**src/rtl/gpt_pkg.sv**
```systemverilog
package gpt_pkg;

  // F2DOT14 fixed point
  localparam int unsigned F2Shift = 14;
  localparam logic signed [15:0] F2One = 16'sd16384;
  localparam logic signed [47:0] F2Half = 48'sd8192;

  // Item kinds
  localparam logic KindStart = 1'b0;
  localparam logic KindPoint = 1'b1;

  // Component flag bit positions
  localparam int unsigned FlagXyArgs    = 1;
  localparam int unsigned FlagScale     = 3;
  localparam int unsigned FlagXyScale   = 6;
  localparam int unsigned FlagTwoByTwo  = 7;
  localparam int unsigned FlagScaledOfs = 11;

  // Default depth of the queue between front and back
  localparam int unsigned QueueDepth = 4;

  typedef struct packed {
    logic               kind;
    logic [15:0]        flags;
    logic signed [15:0] arg_x;
    logic signed [15:0] arg_y;
    logic signed [15:0] scale_x;
    logic signed [15:0] scale_y;
    logic signed [15:0] scale_01;
    logic signed [15:0] scale_10;
    logic signed [31:0] origin_x;
    logic signed [31:0] origin_y;
    logic signed [15:0] delta_x;
    logic signed [15:0] delta_y;
  } in_item_t;

  typedef struct packed {
    logic signed [31:0] vertex_x;
    logic signed [31:0] vertex_y;
  } out_item_t;

  // Classified item as it travels through the queue
  typedef struct packed {
    logic               kind;
    logic signed [15:0] mat_a;
    logic signed [15:0] mat_b;
    logic signed [15:0] mat_c;
    logic signed [15:0] mat_d;
    logic [31:0]        ofs_x0;
    logic [31:0]        ofs_x1;
    logic [31:0]        ofs_y0;
    logic [31:0]        ofs_y1;
    logic [31:0]        pen_x;
    logic [31:0]        pen_y;
    logic signed [15:0] delta_x;
    logic signed [15:0] delta_y;
  } q_entry_t;

  // Rounded F2DOT14 product, floor((num * frac + half) >> 14), kept to 32 bits
  function automatic logic [31:0] f2_mul(input logic signed [31:0] num,
                                         input logic signed [15:0] frac);
    logic signed [47:0] prod;
    prod = num * frac;
    prod = prod + F2Half;
    return prod[F2Shift +: 32];
  endfunction

endpackage

```
**src/rtl/gpt_front.sv**
```systemverilog
module gpt_front (
  input  gpt_pkg::in_item_t in_item_i,
  output gpt_pkg::q_entry_t entry_o
);

  logic signed [15:0] ofs_x;
  logic signed [15:0] ofs_y;
  logic [31:0]        ofs_x_ext;
  logic [31:0]        ofs_y_ext;

  // Pick the component offset
  assign ofs_x = in_item_i.flags[gpt_pkg::FlagXyArgs] ? in_item_i.arg_x : 16'sd0;
  assign ofs_y = in_item_i.flags[gpt_pkg::FlagXyArgs] ? in_item_i.arg_y : 16'sd0;
  assign ofs_x_ext = {{16{ofs_x[15]}}, ofs_x};
  assign ofs_y_ext = {{16{ofs_y[15]}}, ofs_y};

  // Classify the item: matrix by flag priority, offset terms, pen and deltas
  always_comb begin
    entry_o         = '0;
    entry_o.kind    = in_item_i.kind;
    entry_o.mat_a   = gpt_pkg::F2One;
    entry_o.mat_b   = 16'sd0;
    entry_o.mat_c   = 16'sd0;
    entry_o.mat_d   = gpt_pkg::F2One;
    if (in_item_i.flags[gpt_pkg::FlagScale]) begin
      entry_o.mat_a = in_item_i.scale_x;
      entry_o.mat_d = in_item_i.scale_x;
    end else if (in_item_i.flags[gpt_pkg::FlagXyScale]) begin
      entry_o.mat_a = in_item_i.scale_x;
      entry_o.mat_d = in_item_i.scale_y;
    end else if (in_item_i.flags[gpt_pkg::FlagTwoByTwo]) begin
      entry_o.mat_a = in_item_i.scale_x;
      entry_o.mat_b = in_item_i.scale_01;
      entry_o.mat_c = in_item_i.scale_10;
      entry_o.mat_d = in_item_i.scale_y;
    end

    // Scale the offset once through the new matrix, or pass it straight
    if (in_item_i.flags[gpt_pkg::FlagScaledOfs]) begin
      entry_o.ofs_x0 = gpt_pkg::f2_mul(ofs_x_ext, entry_o.mat_a);
      entry_o.ofs_x1 = gpt_pkg::f2_mul(ofs_y_ext, entry_o.mat_c);
      entry_o.ofs_y0 = gpt_pkg::f2_mul(ofs_x_ext, entry_o.mat_b);
      entry_o.ofs_y1 = gpt_pkg::f2_mul(ofs_y_ext, entry_o.mat_d);
    end else begin
      entry_o.ofs_x0 = ofs_x_ext;
      entry_o.ofs_x1 = '0;
      entry_o.ofs_y0 = ofs_y_ext;
      entry_o.ofs_y1 = '0;
    end

    entry_o.pen_x   = in_item_i.origin_x;
    entry_o.pen_y   = in_item_i.origin_y;
    entry_o.delta_x = in_item_i.delta_x;
    entry_o.delta_y = in_item_i.delta_y;
  end

endmodule

```
**config.mk**
```make
export PLATFORM = sky130hd
export DESIGN_NAME = gpt_front
export DESIGN_NICKNAME = d
export VERILOG_FILES = /design/src/rtl/gpt_pkg.sv /design/src/rtl/gpt_front.sv
export SDC_FILE = /design/constraint.sdc
export NUM_CORES = 2
export LEC_CHECK = 0
export BUFFER_PORTS_ARGS = -buffer_cell sky130_fd_sc_hd__buf_2
export CAP_MARGIN = 20
export CORE_MARGIN = 2
export CORE_UTILIZATION = 38
export DETAILED_ROUTE_END_ITERATION = 10
export MAX_ROUTING_LAYER = met4
export SYNTH_ARGS = -nofsm -noshare
export SYNTH_HDL_FRONTEND = slang
export SYNTH_SLANG_ARGS = --single-unit
```
**constraint.sdc**
```tcl
create_clock -name vclk -period 24.8
set_clock_uncertainty 0.05 [all_clocks]
set_input_delay 4.96 -clock vclk [all_inputs]
set_output_delay 4.96 -clock vclk [all_outputs]
set_load 0.01 [all_outputs]
```
==> flow_summary_export.csv <==
group,metric,value,unit
status,run_status,"completed",
worst_setup_path,worstSetupStartpointType,"input pin",
die,initial_core_util,38.38,%
grt,grt.total_usage,23.09,%
die,ios,498,
synth,syn_area,0.03983,mm2
clock_tree,post_cts_buffers,0,
clock_tree,hold_buffers,0,
timing,fin_ws,6210,ps
worst_setup_path,crit_fanout,25,
detailed_routing,first_iter_violations,1982,
worst_setup_path,cp_data_arrival_time,13580,ps
timing,rsz0062_at_grt,"false",
die,core,0.1038,mm2
detailed_routing,dr.pass1.iters,5,
worst_setup_path,critPathKind,"in -> out",
timing,drv_slew,0,
synth,yosysSeqAreaShare,0,%
synth,syn_nets,6236,
min_path,hold_start,"in_item_i[0]",
timing,setup_violations,0,
synth,synthCells,4647,
synth,yosysWarnings,0,
detailed_routing,viasPerCell,4.994,
timing,fmax,53.79,MHz
timing,fin_setup_tns,0,ps
detailed_routing,num_vias,30300,
synth,synth_area_leaders,"fa_1 (54%), inv_1 (12%), ha_1 (9.7%)",
place,portBuffers,293,
place,place_congestion,0.9434,
flow_run,maxCapViolations,0,
worst_setup_path,cp-startpoint,"in_item_i[195]",
grt,grt_antenna_before_repair,3,
layout,multi_input_area,0.03340,mm2
place,place_worst_setup_slack,6253,ps
min_path,min_path_cells,0,
synth,synth.distinct_cells,75,
layout,area_growth,4.863,%
grt,grt.overflow.total,0,
detailed_routing,wl,116.9,mm
synth,yosysMostFrequentCell,"inv_1",
layout,fin_cells,6067,
die,die_h,327.8,um
timing,fin_crit,18590,ps
grt,grt_pass1_wl,186.6,mm
layout,num-clock-buffers,0,
grt,grt_pass1_vias,32550,
synth,synth_top_area_share,53.88,%
place,dp_cells,6066,
layout,fin_nets,6277,
timing,period_share,74.96,%
timing,tightest_slew,1256,ps
synth,yosysTopAreaCell,"fa_1",
worst_setup_path,crit_required,19790,ps
layout,fillers,10520,
die,die-area,0.1074,mm2
detailed_routing,drc_errors,0,
synth,yosys-top-cells-count,"inv_1 (1229), fa_1 (1072), nand2_1 (614), nor2_1 (586), ha_1 (308)",
grt,grt_max_degree,44,
layout,drive_above_1_share,8.344,%
detailed_routing,ant_nets,0,
clock_tree,ctsResizeCount,0,
synth,postSynthAreaPerCell,8.572,um2
worst_setup_path,end_kind,"output port",
layout,seq_area,0,um2
timing,hold_viol_final,0,
die,die_w,327.8,um
place,dp_hpwl,97.66,mm
die,rows,118,
min_path,hold_path_class,"in -> out",
detailed_routing,wl_per_cell,19.27,um
layout,numSequentialCells,0,
timing,slew_headroom,16.27,%
-- worst max-delay path, stage by stage --
cell      delay, ps
buf_2           490
nor2_1          360
a22oi_1         240
buf_4           270
clkinv_1        360
nand2_1         240
inv_1            80
fa_1            700
inv_1           110
fa_1            490
inv_1           340
fa_1            520
fa_1            510
fa_1            490
inv_1            50
fa_1            470
inv_1            40
ha_1            350
a21o_1          210
a21o_1          170
a21o_1          180
a21oi_1         140
o21ai_0          90
a22oi_1         300
a31oi_1         170
or3_1           370
a21oi_1         560
buf_2           250
-- cell type report --
cell class | instances | area share [%]
Multi-Input combinational cell | 3084 | 79.96
Inverter | 1240 | 11.14
Timing Repair Buffer | 362 | 4.757
Tap cell | 1380 | 4.134
Antenna cell | 1 | 0.005991
-- final timing paths --
check	to	slack, ps
max	entry_o[122]	6210
min	entry_o[0]	9870
-- layer usage --
metal,routed length [um],global-route usage [%]
met5,0,-
met4,3116,4.817
met3,10080,3.641
met2,55710,37.41
met1,48030,30.71
-- placed cells by master, fill, tap and decap left out, drive strengths merged, types with 4 or more instances in the layout --
cell type / count
inv: 1229
fa: 1072
nor3b: 6
nand2b: 4
xor2: 25
o21a: 14
a31oi: 11
or3: 4
xnor2: 62
a22oi: 12
a21oi: 59
o21bai: 10
o21ai: 58
nand2: 614
mux2i: 6
nor2b: 4
a211oi: 15
ha: 308
o211ai: 10
nor3: 23
nand4: 20
o311ai: 5
and3: 9
o2111ai: 4
nor2: 586
o31ai: 7
nand3: 22
clkinv: 11
a21o: 38
and2: 36
buf: 362
nor4: 4
-- logic make-up after synthesis --
group           synth area share, %
fa+ha+maj                     63.55
xor+xnor                      1.913
buf+inv                       16.16
simple gates                  13.58
mux                          0.1508
compound gates                4.646
-- stage by stage --
step           cell area (um2)  hold WS, ps  utilization, %
2_1_floorplan            39830         9962               -
5_1_grt                  41770         9870           40.24
4_1_cts                  41770         9870           40.24
6_report                 41770         9870           40.24
3_3_place_gp             41770         9870           40.24
3_5_place_dp             41770         9870           40.24
