--- src/rtl/gpt_pkg.sv ---
package gpt_pkg;

  // F2DOT14 fixed point
  localparam int unsigned F2Shift = 14;
  localparam logic signed [15:0] F2One = 16'sd16384;
  localparam logic signed [47:0] F2Half = 48'sd8192;

  // Item kinds
  localparam logic KindStart = 1'b0;
  localparam logic KindPoint = 1'b1;

  // Component flag bit positions
  localparam int unsigned FlagXyArgs    = 1;
  localparam int unsigned FlagScale     = 3;
  localparam int unsigned FlagXyScale   = 6;
  localparam int unsigned FlagTwoByTwo  = 7;
  localparam int unsigned FlagScaledOfs = 11;

  // Default depth of the queue between front and back
  localparam int unsigned QueueDepth = 4;

  typedef struct packed {
    logic               kind;
    logic [15:0]        flags;
    logic signed [15:0] arg_x;
    logic signed [15:0] arg_y;
    logic signed [15:0] scale_x;
    logic signed [15:0] scale_y;
    logic signed [15:0] scale_01;
    logic signed [15:0] scale_10;
    logic signed [31:0] origin_x;
    logic signed [31:0] origin_y;
    logic signed [15:0] delta_x;
    logic signed [15:0] delta_y;
  } in_item_t;

  typedef struct packed {
    logic signed [31:0] vertex_x;
    logic signed [31:0] vertex_y;
  } out_item_t;

  // Classified item as it travels through the queue
  typedef struct packed {
    logic               kind;
    logic signed [15:0] mat_a;
    logic signed [15:0] mat_b;
    logic signed [15:0] mat_c;
    logic signed [15:0] mat_d;
    logic [31:0]        ofs_x0;
    logic [31:0]        ofs_x1;
    logic [31:0]        ofs_y0;
    logic [31:0]        ofs_y1;
    logic [31:0]        pen_x;
    logic [31:0]        pen_y;
    logic signed [15:0] delta_x;
    logic signed [15:0] delta_y;
  } q_entry_t;

  // Rounded F2DOT14 product, floor((num * frac + half) >> 14), kept to 32 bits
  function automatic logic [31:0] f2_mul(input logic signed [31:0] num,
                                         input logic signed [15:0] frac);
    logic signed [47:0] prod;
    prod = num * frac;
    prod = prod + F2Half;
    return prod[F2Shift +: 32];
  endfunction

endpackage

--- src/rtl/gpt_queue.sv ---
module gpt_queue #(
  parameter int unsigned Depth = gpt_pkg::QueueDepth
) (
  input  logic              clk_i,
  input  logic              rst_ni,
  input  logic              push_i,
  input  gpt_pkg::q_entry_t push_data_i,
  output logic              full_o,
  input  logic              pop_i,
  output logic              pop_valid_o,
  output gpt_pkg::q_entry_t pop_data_o
);

  localparam int unsigned PtrW = (Depth > 1) ? $clog2(Depth) : 1;
  localparam int unsigned CntW = $clog2(Depth + 1);

  gpt_pkg::q_entry_t entries_q [Depth];
  logic [PtrW-1:0]   wr_ptr_q, wr_ptr_d;
  logic [PtrW-1:0]   rd_ptr_q, rd_ptr_d;
  logic [CntW-1:0]   count_q, count_d;
  logic              do_push;
  logic              do_pop;

  assign full_o      = (count_q == CntW'(Depth));
  assign pop_valid_o = (count_q != '0);
  assign pop_data_o  = entries_q[rd_ptr_q];
  assign do_push     = push_i && !full_o;
  assign do_pop      = pop_i && pop_valid_o;

  // Advance pointers and fill count
  always_comb begin
    wr_ptr_d = wr_ptr_q;
    rd_ptr_d = rd_ptr_q;
    count_d  = count_q;
    if (do_push) begin
      wr_ptr_d = (wr_ptr_q == PtrW'(Depth - 1)) ? '0 : wr_ptr_q + 1'b1;
    end
    if (do_pop) begin
      rd_ptr_d = (rd_ptr_q == PtrW'(Depth - 1)) ? '0 : rd_ptr_q + 1'b1;
    end
    if (do_push && !do_pop) begin
      count_d = count_q + 1'b1;
    end else if (do_pop && !do_push) begin
      count_d = count_q - 1'b1;
    end
  end

  always_ff @(posedge clk_i or negedge rst_ni) begin
    if (!rst_ni) begin
      wr_ptr_q <= '0;
      rd_ptr_q <= '0;
      count_q  <= '0;
    end else begin
      wr_ptr_q <= wr_ptr_d;
      rd_ptr_q <= rd_ptr_d;
      count_q  <= count_d;
    end
  end

  // Store the pushed entry
  always_ff @(posedge clk_i) begin
    if (do_push) begin
      entries_q[wr_ptr_q] <= push_data_i;
    end
  end

  a_count_bound: assert property (@(posedge clk_i) disable iff (!rst_ni)
    count_q <= CntW'(Depth))
    else $error("queue fill count exceeds depth");

  a_count_grow: assert property (@(posedge clk_i) disable iff (!rst_ni)
    do_push && !do_pop |=> count_q == $past(count_q) + 1'b1)
    else $error("queue fill count did not grow on a lone push");

endmodule

--- config.mk ---
export PLATFORM = sky130hd
export DESIGN_NAME = gpt_queue
export DESIGN_NICKNAME = d
export VERILOG_FILES = /design/src/rtl/gpt_pkg.sv /design/src/rtl/gpt_queue.sv
export SDC_FILE = /design/constraint.sdc
export NUM_CORES = 1
export LEC_CHECK = 0
export BUFFER_PORTS_ARGS = -buffer_cell sky130_fd_sc_hd__buf_4
export CORE_MARGIN = 4
export CORE_UTILIZATION = 50
export DETAILED_ROUTE_END_ITERATION = 8
export GPL_ROUTABILITY_DRIVEN = 0
export PLACE_DENSITY = 0.71
export SLEW_MARGIN = 30
export SYNTH_ARGS = -nofsm -noshare
export SYNTH_HDL_FRONTEND = slang
export SYNTH_SLANG_ARGS = --single-unit
--- constraint.sdc ---
create_clock -name clk_i -period 16.9 [get_ports clk_i]
set_clock_uncertainty 0.15 [all_clocks]
set_input_delay 1.69 -clock clk_i [delete_from_list [all_inputs] [get_ports clk_i]]
set_output_delay 1.69 -clock clk_i [all_outputs]
set_load 0.01 [all_outputs]
==> flow_summary.json <==
{
  "outcome": "finished, final reports clean",
  "synth_enable_flop_cells": 1156,
  "dpl_worst_slack_ns": 11.63,
  "first_global_vias": 19997,
  "core-area_sq_um": 83950,
  "dp.final_hpwl_um": 53260,
  "path_delay_family": "buffers and inverters",
  "routed_wirelength_um": 86540,
  "cp.buffers_inverters": 4,
  "setup_tns_final_ns": 0,
  "ffs_latches_synth": 1163,
  "finalHoldViolations": 0,
  "tritoncts_num_sinks": 1163,
  "cp-start-kind": "flip-flop",
  "yosysWarningCount": 0,
  "post_synth.cell_area_avg_sq_um": 27.44,
  "cts_htree_levels": 3,
  "largest_driver_fanout_on_the_critical_path": 70,
  "synthAdderAreaFrac_pct": 0.2240,
  "firstDrtPassIters": 5,
  "cts_tree": "done",
  "timing.max_slew.rel_slack_pct": 30.60,
  "detail_route.drc_violations": 0,
  "synth-compound-area-share_pct": 0,
  "post_cts.repair.setup_buffers": 0,
  "ys_dominant_reg_cell": "edfxtp_1",
  "max_cap_violations": 0,
  "crit_path_top_delay_cell": "dfrtp_4",
  "critical_path.max_stage_delay_ns": 0.94,
  "synthesized_instance_count": 1547,
  "cellPowerDensity_nw_per_um2": 179.6,
  "cts-buffers-inserted": 112,
  "timing.final.ws_setup_ns": 11.01,
  "synth_area_sq_um": 42450,
  "worstHoldPathType": "reg -> reg",
  "max-clock-path-buffers": 3,
  "detailroute.via_count": 18857,
  "yosysUniqueCellTypes": 21,
  "vdd_ir_drop_max_v": 0.0001194,
  "floorplan.initialDensity_pct": 50.57,
  "setup_viol_count_final": 0,
  "maximum_number_of_pins_on_one_net_before_global_route_repair": 161,
  "syn_to_final_growth_pct": 21.52,
  "cts_hold_repair.buffers": 0,
  "number_of_antenna_violations_at_the_first_check_in_global_routing": 17,
  "worst_setup_hold_path_clk_slew_ns": 0.06,
  "ctsRootBufferMaster": "clkbuf_16",
  "clk_latency_ns": 0.65,
  "rows": 106,
  "tightestPinTransition_ns": 1.041,
  "post_cts.resized_instances": 0,
  "crit_chain": "buf_6 > buf_12 > buf_16 > mux4_2 > buf_4",
  "yosysMostFrequentCell": "edfxtp_1",
  "power_leakage_nw": 17.40,
  "total_routing_usage_reported_by_global_routing_pct": 19.25,
  "overflow": 0,
  "final.hold.worst_slack_ns": 0.3481,
  "grt_pass1_wl_um": 129600,
  "yosys.area_share.xor_xnor_pct": 0.06189,
  "cp_data_arrival_time_ns": 4.05,
  "post_synth_and_or_nand_nor_area_fraction_pct": 0.1621,
  "detail_route.wl_per_cell_um": 25.12,
  "critPathKind": "reg -> out",
  "share_of_layout_cells_above_drive_strength_1_pct": 46.58,
  "count_of_buffers_from_port_buffering": 583,
  "ioPinCount": 584,
  "synth_seq_area_share_pct": 82.18,
  "synthesis.nets": 1847,
  "synth_largest_type_area_fraction_pct": 81.77,
  "grt_setup_unrepaired": "false",
  "post_synth_main_area_contributors": "edfxtp_1 (82%), mux4_2 (15%), buf_12 (1.5%)",
  "fillCellCount": 5703,
  "utilization_pct": 61.45,
  "maxSlewViolCount": 0,
  "die_width_um": 299.4,
  "timing.final.crit_share_pct": 34.85,
  "synthTopCellsByCount": "edfxtp_1 (1156), mux4_2 (289), buf_12 (32)",
  "vias_per_cell": 5.474,
  "nets": 2501,
  "violation_count_after_the_first_detailed_routing_iteration": 1410,
  "die_height_um": 299.4,
  "cp.required_ns": 15.06,
  "antenna_violating_nets_post_route": 0,
  "die_area_sq_um": 89630,
  "synth.largest_area_cell": "edfxtp_1",
  "fmax_ghz": 0.1698,
  "setup.worst_path.end_class": "output port",
  "muxShareOfSynthArea_pct": 15.46,
  "async_flop_share_pct": 0.6019,
  "synth_top_family_by_area": "multiplexers",
  "period_needed_ns": 5.890
}
[path summary, 6_finish.rpt]
kind                                    startpoint                           to  slack (ns)  depth (start not counted)
hold reg to reg             count_q[2]$_DFFE_PN0P_       count_q[2]$_DFFE_PN0P_        0.35                          1
setup / recovery           rd_ptr_q[0]$_DFFE_PN0P_              pop_data_o[273]       11.01                          5
hold / removal              count_q[2]$_DFFE_PN0P_       count_q[2]$_DFFE_PN0P_        0.35                          1
min in group asynchronous                   rst_ni      rd_ptr_q[0]$_DFFE_PN0P_        0.69                          1
max in group asynchronous                   rst_ni       count_q[0]$_DFFE_PN0P_       15.76                          1
setup reg to reg            count_q[2]$_DFFE_PN0P_  entries_q[1][287]$_DFFE_PP_       13.04                          5
[kinds of logic after synthesis]
family / count (synthesis)
muxes: 294
adders and majority gates: 7
buffers and inverters: 68
DFF: 1163
and+or+nand+nor: 12
xor gates and xnor gates: 3
[registers in the layout, summed over array words and instances, names as in the netlist]
register and count:
count_q 3, entries_q 1156, rd_ptr_q 2, wr_ptr_q 2
[power breakdown]
group / switching [mW] / leakage, nW / total, mW / internal, mW
clock: 1.03 / 1.80 / 2.45 / 1.42
combinational: 1.47 / 4.93 / 2.85 / 1.39
sequential: 0.155 / 10.7 / 3.96 / 3.81
[worst register-to-register path, cell delays in order (launching register included)]
cell and delay [ns]:
dfrtp_1 0.40, nor3b_2 0.21, nor2b_2 0.27, and2_4 0.66
buf_4 0.82, buf_4 0.92
[final cells by class]
class                           instances  area [sq um]  share of cell area [%]
Sequential cell                      1163         34900                   67.64
Multi-Input combinational cell        316          6770                   13.12
Timing Repair Buffer                  605          4745                   9.197
Clock buffer                          131          2917                   5.653
Tap cell                             1134          1419                   2.750
Clock inverter                         79         797.0                   1.545
Antenna cell                           14         35.03                 0.06791
Inverter                                3         11.26                 0.02183
[through the flow]
stage	total power [mW]	cell area [sq um]	cells
6_report	9.267	51590	3445
5_1_grt	9.696	51580	3442
4_1_cts	9.393	51410	3426
3_5_place_dp	6.922	47700	3216
3_3_place_gp	6.878	47690	3216
2_1_floorplan	5.923	42450	1547
[cells in the final DEF, fill, tap and decap left out, drive strengths merged, types with 7 or more instances in the layout]
master / n
edfxtp: 1156
buf: 605
mux4: 289
clkbuf: 131
clkinv: 58
diode: 14
bufinv: 12
dfrtp: 7
[per-layer routing]
| layer | wire, um | track usage (%) | up-vias |
|---|---|---|---|
| li1 | - | - | 8102 |
| met3 | 6803 | 5.483 | 135 |
| met5 | 34 | 0 | - |
| met1 | 31520 | 24.17 | 9979 |
| met4 | 2463 | 6.720 | 6 |
| met2 | 45730 | 32.49 | 635 |
No activity file was read; power rests on OpenSTA's default activity.
